### config.mk
export PLATFORM = sky130hd
export DESIGN_NAME = drip_pulse_qualifier_rate
export DESIGN_NICKNAME = d
export VERILOG_FILES = /design/src/design/dpq_pkg.sv /design/src/design/dpq_divider.sv /design/src/design/drip_pulse_qualifier_rate.sv
export SDC_FILE = /design/constraint.sdc
export NUM_CORES = 2
export LEC_CHECK = 0
export ABC_AREA = 1
export BUFFER_PORTS_ARGS = -buffer_cell sky130_fd_sc_hd__buf_2
export CAP_MARGIN = 15
export CORE_ASPECT_RATIO = 1.1
export CORE_MARGIN = 4
export CORE_UTILIZATION = 30
export CTS_CLUSTER_SIZE = 20
export DETAILED_ROUTE_END_ITERATION = 16
export PLACE_DENSITY = 0.54
export SLEW_MARGIN = 10
export SYNTH_ARGS = -nofsm -noshare
export SYNTH_HDL_FRONTEND = slang
export SYNTH_HIERARCHICAL = 1
export SYNTH_SLANG_ARGS = --single-unit
### constraint.sdc
create_clock -name clk_i -period 6.7 [get_ports clk_i]
set_clock_uncertainty 0.1 [all_clocks]
set_input_delay 1.34 -clock clk_i [delete_from_list [all_inputs] [get_ports clk_i]]
set_output_delay 1.34 -clock clk_i [all_outputs]
set_load 0.02 [all_outputs]
### src/design/dpq_pkg.sv
// ----------------------------------------------------------------------------
// dpq_pkg: shared types and constants for the drop pulse qualifier
// Detector phases, sequencer states, divider handshake types and fixed numeric constants.
// ----------------------------------------------------------------------------
package dpq_pkg;

  typedef enum logic [1:0] {
    PH_WAIT        = 2'd0,
    PH_CONFIRM     = 2'd1,
    PH_WAIT_REL    = 2'd2,
    PH_CONFIRM_REL = 2'd3
  } phase_e;

  typedef enum logic [2:0] {
    SQ_IDLE,
    SQ_LOAD,
    SQ_SORT,
    SQ_PICK,
    SQ_DIV,
    SQ_OUT
  } seq_e;

  localparam logic [1:0] CFG_IDLE_LEVEL   = 2'd0;
  localparam logic [1:0] CFG_CONFIRM_US   = 2'd1;
  localparam logic [1:0] CFG_RELEASE_MS   = 2'd2;
  localparam logic [1:0] CFG_MIN_GAP_MS   = 2'd3;

  localparam logic [23:0] RATE_NUM = 24'd15360000;

  // Divider handshake between the sequencer and the divide unit.
  typedef struct packed {
    logic        start;
    logic [31:0] divisor;
  } div_req_t;

  typedef struct packed {
    logic        done;
    logic [23:0] quotient;
  } div_rsp_t;

endpackage

### src/design/dpq_divider.sv
// ----------------------------------------------------------------------------
// dpq_divider: restoring divider, one quotient bit per cycle
// Divides the fixed rate numerator by a 32-bit divisor.
// ----------------------------------------------------------------------------
module dpq_divider
  import dpq_pkg::*;
(
  input  logic     clk_i,
  input  logic     rst_ni,
  input  div_req_t req_i,
  output div_rsp_t rsp_o
);

  logic [32:0] rem_q, rem_d;
  logic [23:0] quo_q, quo_d;
  logic [31:0] dsr_q, dsr_d;
  logic [4:0]  cnt_q, cnt_d;
  logic        busy_q, busy_d, done_q, done_d;
  logic [32:0] trial;

  always_comb begin
    rem_d  = rem_q;
    quo_d  = quo_q;
    dsr_d  = dsr_q;
    cnt_d  = cnt_q;
    busy_d = busy_q;
    done_d = 1'b0;
    trial  = {rem_q[31:0], quo_q[23]};
    if (req_i.start) begin
      rem_d  = '0;
      quo_d  = RATE_NUM;
      dsr_d  = req_i.divisor;
      cnt_d  = 5'd0;
      busy_d = 1'b1;
    end else if (busy_q) begin
      // shift one numerator bit in, subtract when it fits
      if (trial >= {1'b0, dsr_q}) begin
        rem_d = trial - {1'b0, dsr_q};
        quo_d = {quo_q[22:0], 1'b1};
      end else begin
        rem_d = trial;
        quo_d = {quo_q[22:0], 1'b0};
      end
      cnt_d = cnt_q + 5'd1;
      if (cnt_q == 5'd23) begin
        busy_d = 1'b0;
        done_d = 1'b1;
      end
    end
  end

  always_ff @(posedge clk_i or negedge rst_ni) begin
    if (!rst_ni) begin
      busy_q <= 1'b0;
      done_q <= 1'b0;
      cnt_q  <= '0;
    end else begin
      busy_q <= busy_d;
      done_q <= done_d;
      cnt_q  <= cnt_d;
    end
  end

  always_ff @(posedge clk_i) begin
    rem_q <= rem_d;
    quo_q <= quo_d;
    dsr_q <= dsr_d;
  end

  assign rsp_o.done     = done_q;
  assign rsp_o.quotient = quo_q;

endmodule

### src/design/drip_pulse_qualifier_rate.sv
// ----------------------------------------------------------------------------
// drip_pulse_qualifier_rate: drop detector with median interval and rate
// Qualifies beam-sensor pulses into drops, keeps statistics, reports rate.
// ----------------------------------------------------------------------------
// Usage:
//   s_axis carries one sensor sample per request: tdata = {time_us, time_ms,
//   beam_level}. m_axis returns one result per sample with all counters, the
//   median of the last MEDIAN_DEPTH intervals and the rate in drops/minute Q8.
//   The cfg port writes the idle level, confirm_time_us, release_time_ms and
//   minimum_gap_ms by index; write only while the block is idle.
// Sample sequence:
//   One sample at a time. A sample passes an accept step for the detector
//   update, a copy of the ring, the bubble-sort compare-swaps through the one
//   shared comparator and a closing step, a pick step, the bit-serial divider
//   (quotient bits and the done flag) and an output step. With fewer than two
//   drops or a zero divisor the divider is skipped.
// Reset:
//   All counters clear, narrowest width goes to all ones, phase to wait.
//   The interval ring is not cleared; only written entries are ever read.
// Stall:
//   The result waits in the output register until m_axis_tready; the block
//   accepts no new sample meanwhile.
// ----------------------------------------------------------------------------
module drip_pulse_qualifier_rate
  import dpq_pkg::*;
#(
  parameter int MEDIAN_DEPTH = 5
) (
  input  logic         clk_i,
  input  logic         rst_ni,
  input  logic         cfg_we_i,
  input  logic [1:0]   cfg_index_i,
  input  logic [19:0]  cfg_data_i,
  input  logic         s_axis_tvalid,
  output logic         s_axis_tready,
  // beam_level[0], time_ms[32:1], time_us[64:33], zero fill
  input  logic [71:0]  s_axis_tdata,
  output logic         m_axis_tvalid,
  input  logic         m_axis_tready,
  // drop_counted[0], drop_total[32:1], recent_interval_ms[64:33],
  // median_interval_ms[96:65], rate_dpm_q8[120:97], spike_rejects[152:121],
  // close_rejects[184:153], pulses_measured[216:185],
  // narrowest_pulse_ms[248:217], widest_pulse_ms[280:249],
  // idle_sample_count[312:281], active_sample_count[344:313], zero fill
  output logic [351:0] m_axis_tdata
);

  localparam int IW = (MEDIAN_DEPTH > 1) ? $clog2(MEDIAN_DEPTH) : 1;
  localparam int FW = $clog2(MEDIAN_DEPTH + 1);

  // configuration
  logic        idle_lvl_q;
  logic [19:0] confirm_q;
  logic [13:0] release_q;
  logic [16:0] min_gap_q;

  always_ff @(posedge clk_i or negedge rst_ni) begin
    if (!rst_ni) begin
      idle_lvl_q <= 1'b0;
      confirm_q  <= 20'd600;
      release_q  <= 14'd25;
      min_gap_q  <= 17'd250;
    end else if (cfg_we_i) begin
      case (cfg_index_i)
        CFG_IDLE_LEVEL: idle_lvl_q <= cfg_data_i[0];
        CFG_CONFIRM_US: confirm_q  <= cfg_data_i;
        CFG_RELEASE_MS: release_q  <= cfg_data_i[13:0];
        CFG_MIN_GAP_MS: min_gap_q  <= cfg_data_i[16:0];
        default: ;
      endcase
    end
  end

  // detector state and statistics
  phase_e      phase_q, phase_d;
  seq_e        seq_q, seq_d;
  logic [31:0] edge_ms_q, edge_us_q, prev_ms_q, latest_q;
  logic [31:0] drops_q, short_q, gaprej_q, wsamp_q, minw_q, maxw_q;
  logic [31:0] idles_q, actives_q;
  logic [IW-1:0] wpos_q;
  logic [FW-1:0] fill_q;
  logic [31:0] ring_q [MEDIAN_DEPTH];
  logic [31:0] srt_q  [MEDIAN_DEPTH];
  logic        counted_q;
  logic [31:0] now_ms_q, med_q;
  logic [IW-1:0] i_q, j_q;
  logic [23:0] rate_q;

  logic        lv;
  logic [31:0] now_ms, now_us;
  logic        idle_s, accept;
  logic [31:0] width, iv;

  assign lv     = s_axis_tdata[0];
  assign now_ms = s_axis_tdata[32:1];
  assign now_us = s_axis_tdata[64:33];
  assign idle_s = (lv == idle_lvl_q);
  assign accept = s_axis_tvalid && s_axis_tready;
  assign width  = now_ms - edge_ms_q;
  assign iv     = edge_ms_q - prev_ms_q;
  assign s_axis_tready = (seq_q == SQ_IDLE);

  div_req_t div_req;
  div_rsp_t div_rsp;
  logic [31:0] gap, base, eff;

  assign gap  = now_ms_q - prev_ms_q;
  assign base = (med_q != 32'd0) ? med_q : latest_q;
  assign eff  = (base > gap) ? base : gap;

  dpq_divider u_div (
    .clk_i (clk_i),
    .rst_ni(rst_ni),
    .req_i (div_req),
    .rsp_o (div_rsp)
  );

  // shared compare unit: one bubble-sort compare-swap per cycle
  logic swap;
  assign swap = srt_q[j_q] > srt_q[j_q + IW'(1)];

  // next state of the sequencer
  always_comb begin
    seq_d = seq_q;
    case (seq_q)
      SQ_IDLE: if (accept) seq_d = SQ_LOAD;
      SQ_LOAD: seq_d = SQ_SORT;
      SQ_SORT: begin
        if (MEDIAN_DEPTH < 2 || i_q == IW'(MEDIAN_DEPTH - 1)) seq_d = SQ_PICK;
      end
      SQ_PICK: seq_d = SQ_DIV;
      // skip the wait when no divide was started
      SQ_DIV: begin
        if (div_rsp.done || drops_q < 32'd2 || eff == 32'd0) seq_d = SQ_OUT;
      end
      SQ_OUT:  if (m_axis_tready) seq_d = SQ_IDLE;
      default: seq_d = SQ_IDLE;
    endcase
  end

  // outputs of the sequencer
  always_comb begin
    div_req.start   = (seq_q == SQ_PICK) && (drops_q >= 32'd2) && (eff != 32'd0);
    div_req.divisor = eff;
    m_axis_tvalid   = (seq_q == SQ_OUT);
  end

  // detector phase transition
  always_comb begin
    phase_d = phase_q;
    case (phase_q)
      PH_WAIT:        if (!idle_s) phase_d = PH_CONFIRM;
      PH_CONFIRM: begin
        if (idle_s) phase_d = PH_WAIT;
        else if (now_us - edge_us_q >= {12'd0, confirm_q}) phase_d = PH_WAIT_REL;
      end
      PH_WAIT_REL:    if (idle_s) phase_d = PH_CONFIRM_REL;
      PH_CONFIRM_REL: begin
        if (!idle_s) phase_d = PH_WAIT_REL;
        else if (width >= {18'd0, release_q}) phase_d = PH_WAIT;
      end
      default: phase_d = PH_WAIT;
    endcase
  end

  logic note_w, confirm_hit;
  assign note_w = (phase_q == PH_CONFIRM && idle_s) || (phase_q == PH_WAIT_REL && idle_s);
  assign confirm_hit = (phase_q == PH_CONFIRM) && !idle_s && (phase_d == PH_WAIT_REL);

  always_ff @(posedge clk_i or negedge rst_ni) begin
    if (!rst_ni) begin
      seq_q     <= SQ_IDLE;
      phase_q   <= PH_WAIT;
      edge_ms_q <= '0;
      edge_us_q <= '0;
      prev_ms_q <= '0;
      latest_q  <= '0;
      drops_q   <= '0;
      short_q   <= '0;
      gaprej_q  <= '0;
      wsamp_q   <= '0;
      minw_q    <= '1;
      maxw_q    <= '0;
      idles_q   <= '0;
      actives_q <= '0;
      wpos_q    <= '0;
      fill_q    <= '0;
      counted_q <= 1'b0;
      i_q       <= '0;
      j_q       <= '0;
    end else begin
      seq_q <= seq_d;
      if (accept) begin
        phase_q   <= phase_d;
        counted_q <= 1'b0;
        if (idle_s) idles_q <= idles_q + 32'd1;
        else actives_q <= actives_q + 32'd1;
        if (phase_q == PH_WAIT && !idle_s) begin
          edge_ms_q <= now_ms;
          edge_us_q <= now_us;
        end
        if (note_w) begin
          wsamp_q <= wsamp_q + 32'd1;
          if (width < minw_q) minw_q <= width;
          if (width > maxw_q) maxw_q <= width;
        end
        if (phase_q == PH_CONFIRM && idle_s) short_q <= short_q + 32'd1;
        if (phase_q == PH_WAIT_REL && idle_s) edge_ms_q <= now_ms;
        if (confirm_hit) begin
          if (drops_q != 32'd0 && iv < {15'd0, min_gap_q}) begin
            gaprej_q <= gaprej_q + 32'd1;
          end else begin
            counted_q <= 1'b1;
            drops_q   <= drops_q + 32'd1;
            prev_ms_q <= edge_ms_q;
            if (drops_q == 32'd0) begin
              latest_q <= '0;
            end else begin
              latest_q <= iv;
              wpos_q   <= (wpos_q == IW'(MEDIAN_DEPTH - 1)) ? '0 : wpos_q + IW'(1);
              if (fill_q != FW'(MEDIAN_DEPTH)) fill_q <= fill_q + FW'(1);
            end
          end
        end
      end
      if (seq_q == SQ_LOAD) begin
        i_q <= '0;
        j_q <= '0;
      end else if (seq_q == SQ_SORT) begin
        // bubble pass i compares j over 0 .. MEDIAN_DEPTH-2-i
        if (MEDIAN_DEPTH > 1) begin
          if (j_q >= IW'(MEDIAN_DEPTH - 2) - i_q) begin
            j_q <= '0;
            i_q <= i_q + IW'(1);
          end else begin
            j_q <= j_q + IW'(1);
          end
        end
      end
    end
  end

  // ring write, sort copy and result payload
  always_ff @(posedge clk_i) begin
    if (accept) begin
      now_ms_q <= now_ms;
      if (confirm_hit && drops_q != 32'd0 && !(iv < {15'd0, min_gap_q}))
        ring_q[wpos_q] <= iv;
    end
    if (seq_q == SQ_LOAD) begin
      // unfilled slots load as all ones so they sort to the top
      for (int k = 0; k < MEDIAN_DEPTH; k++)
        srt_q[k] <= (FW'(k) < fill_q) ? ring_q[k] : '1;
    end else if (seq_q == SQ_SORT && MEDIAN_DEPTH > 1 &&
                 !(j_q > IW'(MEDIAN_DEPTH - 2) - i_q) && swap) begin
      srt_q[j_q]          <= srt_q[j_q + IW'(1)];
      srt_q[j_q + IW'(1)] <= srt_q[j_q];
    end
    if (seq_q == SQ_PICK) begin
      rate_q <= '0;
    end
    if (seq_q == SQ_SORT && seq_d == SQ_PICK) begin
      med_q <= (fill_q == '0) ? 32'd0 : srt_q[IW'(fill_q >> 1)];
    end
    if (div_rsp.done) rate_q <= div_rsp.quotient;
  end

  assign m_axis_tdata = {7'd0, actives_q, idles_q, maxw_q, minw_q, wsamp_q, gaprej_q,
                         short_q, rate_q, med_q, latest_q, drops_q, counted_q};

  // a result leaves only from the output state
  a_out_state: assert property (@(posedge clk_i) disable iff (!rst_ni)
    m_axis_tvalid |-> seq_q == SQ_OUT) else $error("result outside output state");
  // no new sample while a result waits
  a_no_overlap: assert property (@(posedge clk_i) disable iff (!rst_ni)
    m_axis_tvalid |-> !s_axis_tready) else $error("sample taken during result");
  // fill never exceeds depth
  a_fill: assert property (@(posedge clk_i) disable iff (!rst_ni)
    fill_q <= FW'(MEDIAN_DEPTH)) else $error("ring fill overflow");

endmodule
Word level (Yosys, flattened, before mapping)
Memories as Yosys holds them, arrays and structs flattened. A register that Yosys moved wholly into a read port is not among the register bits.
Cells that the tools add are included.
{"block": "op_classes", "n_reduce_logical": 53, "addsub": 17, "n_eq_ne": 18, "bitwise_logic": 3, "order_cmp": 17, "mux": 57}
{"op": "$mux W32", "n": 13}
{"op": "$add A32 B1 Y32 const B", "n": 6}
{"op": "$sub A32 B32 Y32", "n": 5}
{"op": "$gt A32 B32 Y1", "n": 3}
{"op": "$reduce_bool A32 Y1", "n": 3}
{"op": "$logic_not A32 Y1", "n": 2}
{"op": "$reduce_or A32 Y1", "n": 2}
{"op": "$mux W24", "n": 2}
{"op": "$mux W3", "n": 13}
{"op": "$ge A33 B32 Y1", "n": 1}
{"op": "$ge A32 B14 Y1", "n": 1}
{"op": "$ge A32 B2 Y1 const B", "n": 1}
{"op": "$ge A32 B20 Y1", "n": 1}
{"op": "$lt A32 B17 Y1", "n": 1}
{"op": "$lt A32 B2 Y1 const B", "n": 1}
{"op": "$lt A32 B32 Y1", "n": 1}
{"op": "$reduce_and A2 Y1", "n": 11}
{"op": "$mux W1", "n": 19}
{"op": "$pmux W3 S6", "n": 1}
{"op": "$logic_and A1 B1 Y1", "n": 14}
{"op": "$add A3 B1 Y3 const B", "n": 4}
{"op": "$eq A3 B3 Y1 const B", "n": 4}
{"op": "$mux W2", "n": 6}
{"op": "$reduce_and A3 Y1", "n": 4}
{"op": "24 further kinds", "n": 46}
{"block": "word_totals", "in_bits": 99, "ff_bits": 605, "out_inout_bits": 354, "n_memories": 2, "ramBits": 320}
{"memory": "ring_q", "words": 5, "width": 32, "rd": 5, "rd_clocked_by_memory_dff": 0, "wr": 1, "line": "drip_pulse_qualifier_rate.sv:82", "rtl": "logic [31:0] ring_q [MEDIAN_DEPTH];"}
{"memory": "srt_q", "words": 5, "width": 32, "rd": 3, "rd_clocked_by_memory_dff": 1, "wr": 5, "line": "drip_pulse_qualifier_rate.sv:83", "rtl": "logic [31:0] srt_q [MEDIAN_DEPTH];"}

Longest topological paths before layout
{"block": "logic_depth", "depth_word": 12, "depth_mapped": 37, "mapped_depth_nobuf": 36}

Hierarchy
Netlist, hierarchy kept.
{"mod": "drip_pulse_qualifier_rate", "cells_per_inst": 7903, "seq_area_each_um2": 26551.7, "n_inst": 1, "area_per_inst_um2": 60710.7}
{"mod": "dpq_divider", "cells_per_inst": 919, "seq_area_each_um2": 2257.2, "n_inst": 1, "area_per_inst_um2": 6162.2}

Worst setup path before layout
Ideal clock, no wire load.
{"block": "synth_path", "kind": "input-to-reg", "start": "input s_axis_tdata[33]", "end": "memory ring_q[0][0] (enable)", "setup_ns": 0.421, "setup_slack_ns": 0.735, "t_arrival_ns": 5.444, "path_buffers": 1, "cell_stages": 27, "cell_sequence": "inv_1 ha_1 inv_1 fa_1 nand3_1 nand2_1 nand2_1 nand2_1 nand2_1 nand2_1 xor2_1 ha_1 inv_1 nor3_1 nor3_1 nand2_1 nand2_1 nand2_1 nand2_1 nand4_1 nor2_1 nand3_1 nand3_1 buf_4 nor2_4 nand2_1 nor2_1"}
{"block": "synth_between", "elab_chain_len": 12}
{"item": "start: declaration", "line": "drip_pulse_qualifier_rate.sv:37", "rtl": "input logic [71:0] s_axis_tdata,"}
{"item": "$sub A32 B32 Y32", "line": "drip_pulse_qualifier_rate.sv:155", "rtl": "else if (now_us - edge_us_q >= {12'd0, confirm_q}) phase_d = PH_WAIT_REL;"}
{"item": "$ge A32 B20 Y1", "line": "drip_pulse_qualifier_rate.sv:155"}
{"item": "$mux W2", "line": "drip_pulse_qualifier_rate.sv:155"}
{"item": "$mux W2", "line": "drip_pulse_qualifier_rate.sv:154", "rtl": "if (idle_s) phase_d = PH_WAIT;"}
{"item": "$pmux W2 S4", "line": "drip_pulse_qualifier_rate.sv:151", "rtl": "case (phase_q)"}
{"item": "$eq A2 B2 Y1", "line": "drip_pulse_qualifier_rate.sv:168", "rtl": "assign confirm_hit = (phase_q == PH_CONFIRM) && !idle_s && (phase_d == PH_WAIT_REL);"}
{"item": "$logic_and A1 B1 Y1", "line": "drip_pulse_qualifier_rate.sv:168"}
{"item": "$logic_and A1 B1 Y1 (2 in series)", "line": "drip_pulse_qualifier_rate.sv:247", "rtl": "if (confirm_hit && drops_q != 32'd0 && !(iv < {15'd0, min_gap_q}))"}
{"item": "$mux W1", "line": "drip_pulse_qualifier_rate.sv:247"}
{"item": "$mux W1", "line": "drip_pulse_qualifier_rate.sv:245", "rtl": "if (accept) begin"}
{"item": "$mux W1 (implied by the code)", "line": "drip_pulse_qualifier_rate.sv:248", "rtl": "ring_q[wpos_q] <= iv;"}
{"item": "end: declaration", "line": "drip_pulse_qualifier_rate.sv:82"}
Every way passes these cells.

==> impl_metrics.json <==
{
  "setup_viol": 0,
  "die-area_sq_um": 231000,
  "cpMostUsedCell": "nand2_1",
  "cp_top_family": "simple AND/OR/NAND/NOR gates",
  "hold-path-endpoint": "prev_ms_q[12]",
  "min_period_ns": 6.18,
  "post-route-period-util": 0.922,
  "yosysSeqAreaShare": 0.431,
  "instances_no_fill": 12300,
  "power_density_nw_per_um2": 512,
  "fill_cells": 23500,
  "synth_edf_count": 536,
  "die_w_microns": 458,
  "clk_pin_slew_ns": 0.06,
  "clock_latency_ns": 0.81,
  "h-tree-depth": 4,
  "hold_buffers": 0,
  "min-delay-start": "prev_ms_q[12]",
  "rows": 181,
  "firstDrtPassIters": 9,
  "hpwl_microns": 195000,
  "required_ns": 7.29,
  "die-height_microns": 503,
  "crit_type": "flip-flop to flip-flop",
  "vias": 61100,
  "synthMuxAreaShare": 0.000337,
  "avgSynthCellArea_sq_um": 7.58,
  "max_stage_delay_ns": 0.50,
  "grt-ovfl-total": 0,
  "dp.cells": 12100,
  "p_leak_nw": 37.4,
  "routed_wl_microns": 249000,
  "rrSetupSlack_ns": 0.52,
  "startpoint_type": "flip-flop",
  "rsz0062_at_grt": "false",
  "crit_fanout": 24,
  "end_kind": "flip-flop",
  "grt_pass1_vias": 59100,
  "synthXorXnorAreaFrac": 0.0346,
  "gp_congestion": 0.967,
  "worstRegToRegCells": 32,
  "grt_first_pass_wirelength_microns": 373000,
  "portBuffers": 438,
  "cts_tree": "yes",
  "synth_top_family_by_area": "simple AND/OR/NAND/NOR gates",
  "antenna_found_initial": 30,
  "drv_slew": 0,
  "synth-compound-area-share": 0.0935,
  "hold_depth": 2,
  "power_w": 0.0398,
  "ios": 453,
  "cts-root-buf": "clkbuf_16",
  "hold_viol": 0,
  "slowest_stage": "nand3_1",
  "syn_area_sq_um": 66900,
  "path_buf_inv": 6,
  "clock_sinks": 1053,
  "yosysUniqueCellTypes": 69,
  "fmax_ghz": 0.162,
  "tightest_slew_ns": 1.10,
  "peakVddDrop_mv": 0.273,
  "setup_tns_ns": 0,
  "initial_utilization": 0.302,
  "grtUsageTotal": 0.211,
  "synth-async-reset-ratio": 0.438,
  "drt-initial-drc-count": 5610,
  "core_area_sq_um": 221000,
  "cts_buffer_depth": 3,
  "yosys.area_share.adder": 0.0675,
  "synth_seq_cells": 1053,
  "avgRoutedWirePerCell_microns": 20.2,
  "numCtsBuffers": 130,
  "worstReg2RegEnd": "u_div/quo_q[5]",
  "regToRegStartpoint": "med_q[12]",
  "status": "completed",
  "nets": 9735,
  "ant_nets": 0,
  "relSlewSlack": 0.267,
  "layout-drive-gt1-share": 0.108,
  "areaGrowthSynthToFinish_pct": 16.5,
  "grt_max_degree": 157,
  "yosys_warnings": 6,
  "viasPerCell": 4.96,
  "drc": 0,
  "drv_cap": 0,
  "synth_cells": 8822,
  "synth_flop_cell": "edfxtp_1",
  "yosys.area_share.simple": 0.276,
  "cp.arrival_ns": 6.77,
  "hp-class": "flip-flop to flip-flop"
}
## logic make-up (layout without fill, tap and decap cells)
| group | count (synthesis) | count (layout) |
|---|---|---|
| AND/OR/NAND/NOR | 4361 | 4361 |
| buffers and inverters | 1677 | 2236 |
| AO/OA/AOI/OAI | 1108 | 1108 |
| flip-flops | 1053 | 1053 |
| adder cells (fa/ha/maj) | 358 | 358 |
| XOR/XNOR | 262 | 262 |
| multiplexers | 2 | 2 |
| other | 1 | 23 |
## flip-flops by register name, summed over array words and instances (netlist names), 17 cells and up
signal and flops:
rate_q 24, prev_ms_q 32, maxw_q 32, min_gap_q 17
ring_q 160, confirm_q 20, u_div/quo_q 24, u_div/dsr_q 32
wsamp_q 32, idles_q 32, drops_q 32, srt_q 256
gaprej_q 32, actives_q 32, minw_q 32, now_ms_q 32
edge_ms_q 32, latest_q 32, edge_us_q 32, short_q 32
u_div/rem_q 32, med_q 32
## synthesized netlist by cell type (all sizes together), types with 6 or more instances
master	count	area, sq um
xor2	186	1650
nor4	42	275
o21bai	21	158
a22oi	19	143
inv	1377	5170
o211ai	11	82.6
clkinv	8	30.0
a31oi	6	37.5
nand3	683	3480
a221oi	67	587
nand2	2681	10100
o2bb2ai	19	166
o21ai	456	2280
clkbuf	207	777
and2	14	87.6
buf	85	490
xnor2	76	666
nand4	137	903
a22o	9	78.8
ha	353	4420
edfxtp	536	16100
nor2	623	2480
a21oi	355	1780
nand3b	24	180
dfstp	45	1180
nor3	140	832
a211oi	7	52.6
o21a	8	60.1
o22ai	122	763
dfrtp	416	10400
dfxtp	56	1120
## what timing repair did
action / 4_1_cts / 5_1_grt
buffers inserted: 0 / 1
setup endpoints to repair: 0 / 36
endpoints found under the hold margin: 0 / 0
resized for setup: 0 / 1
## per-layer routing
metal,share of wire,global-route usage
met5,0.00063,0
met2,0.44,0.330
met1,0.42,0.272
met4,0.050,0.0955
met3,0.095,0.0595
## worst min-delay path, delay by kind of cell (launching register included)
family           cells  cell delay [ns]
flip-flops           1             0.34
AND/OR/NAND/NOR      2             0.09
## metrics by stage
| step | area, sq um | hold WS (ns) | utilization | setup WS (ns) |
|---|---|---|---|---|
| floorplan | 66900 | 0.342 | - | 0.735 |
| detailed placement | 73400 | 0.358 | 0.331 | 0.164 |
| global route | 77800 | 0.388 | 0.351 | 0.0767 |
| global placement | 73400 | 0.353 | 0.331 | 0.222 |
| finish | 77900 | 0.367 | 0.352 | 0.523 |
| CTS | 77800 | 0.371 | 0.351 | 0.0963 |
## cell type report
cell class | count | area [sq um] | share of cell area
timing repair buffer | 610 | 3910 | 0.0502
antenna | 16 | 40.0 | 0.000514
clock buffer | 166 | 3500 | 0.0449
clock inverter | 75 | 946 | 0.0121
multi-input combinational | 6098 | 31800 | 0.409
inverter | 1385 | 5200 | 0.0668
tap | 2928 | 3660 | 0.0470
sequential | 1053 | 28800 | 0.370
## report_power, final
part           internal [W]  switching [W]  leakage (nW)  total [W]
Sequential          0.00915       0.000833          10.6    0.00998
Combinational       0.00671         0.0158          24.6     0.0225
Clock               0.00431        0.00305          2.17    0.00735
Total                0.0202         0.0197          37.4     0.0398
## worst max path at each step
stage,slack [ns],cells past startpoint,from,end
after floorplan,0.74,27,s_axis_tdata[33],ring_q[0][0]
after global placement,0.22,29,med_q[13],u_div/quo_q[18]
after detailed placement,0.16,31,med_q[12],u_div/quo_q[5]
after CTS,0.1,31,med_q[13],u_div/quo_q[5]
after global routing,0.08,34,now_ms_q[0],u_div/quo_q[5]
final,0.52,32,med_q[12],u_div/quo_q[5]
## placed cells by master (no fill, tap or decap), drive strengths merged, types with 24 or more instances in the layout
master	Yosys	layout
a221oi	67	67
nand3	683	683
o21ai	456	456
inv	1377	1389
nor4	42	42
o22ai	122	122
clkbuf	207	166
ha	353	353
xor2	186	186
nand2	2681	2681
nor2	623	623
edfxtp	536	536
nand4	137	137
dfrtp	416	416
dfxtp	56	56
a21oi	355	355
xnor2	76	76
dfstp	45	45
nor3	140	140
buf	85	610
nand3b	24	24
clkinv	8	52
Note: power is estimated with default switching activity, not from simulation.
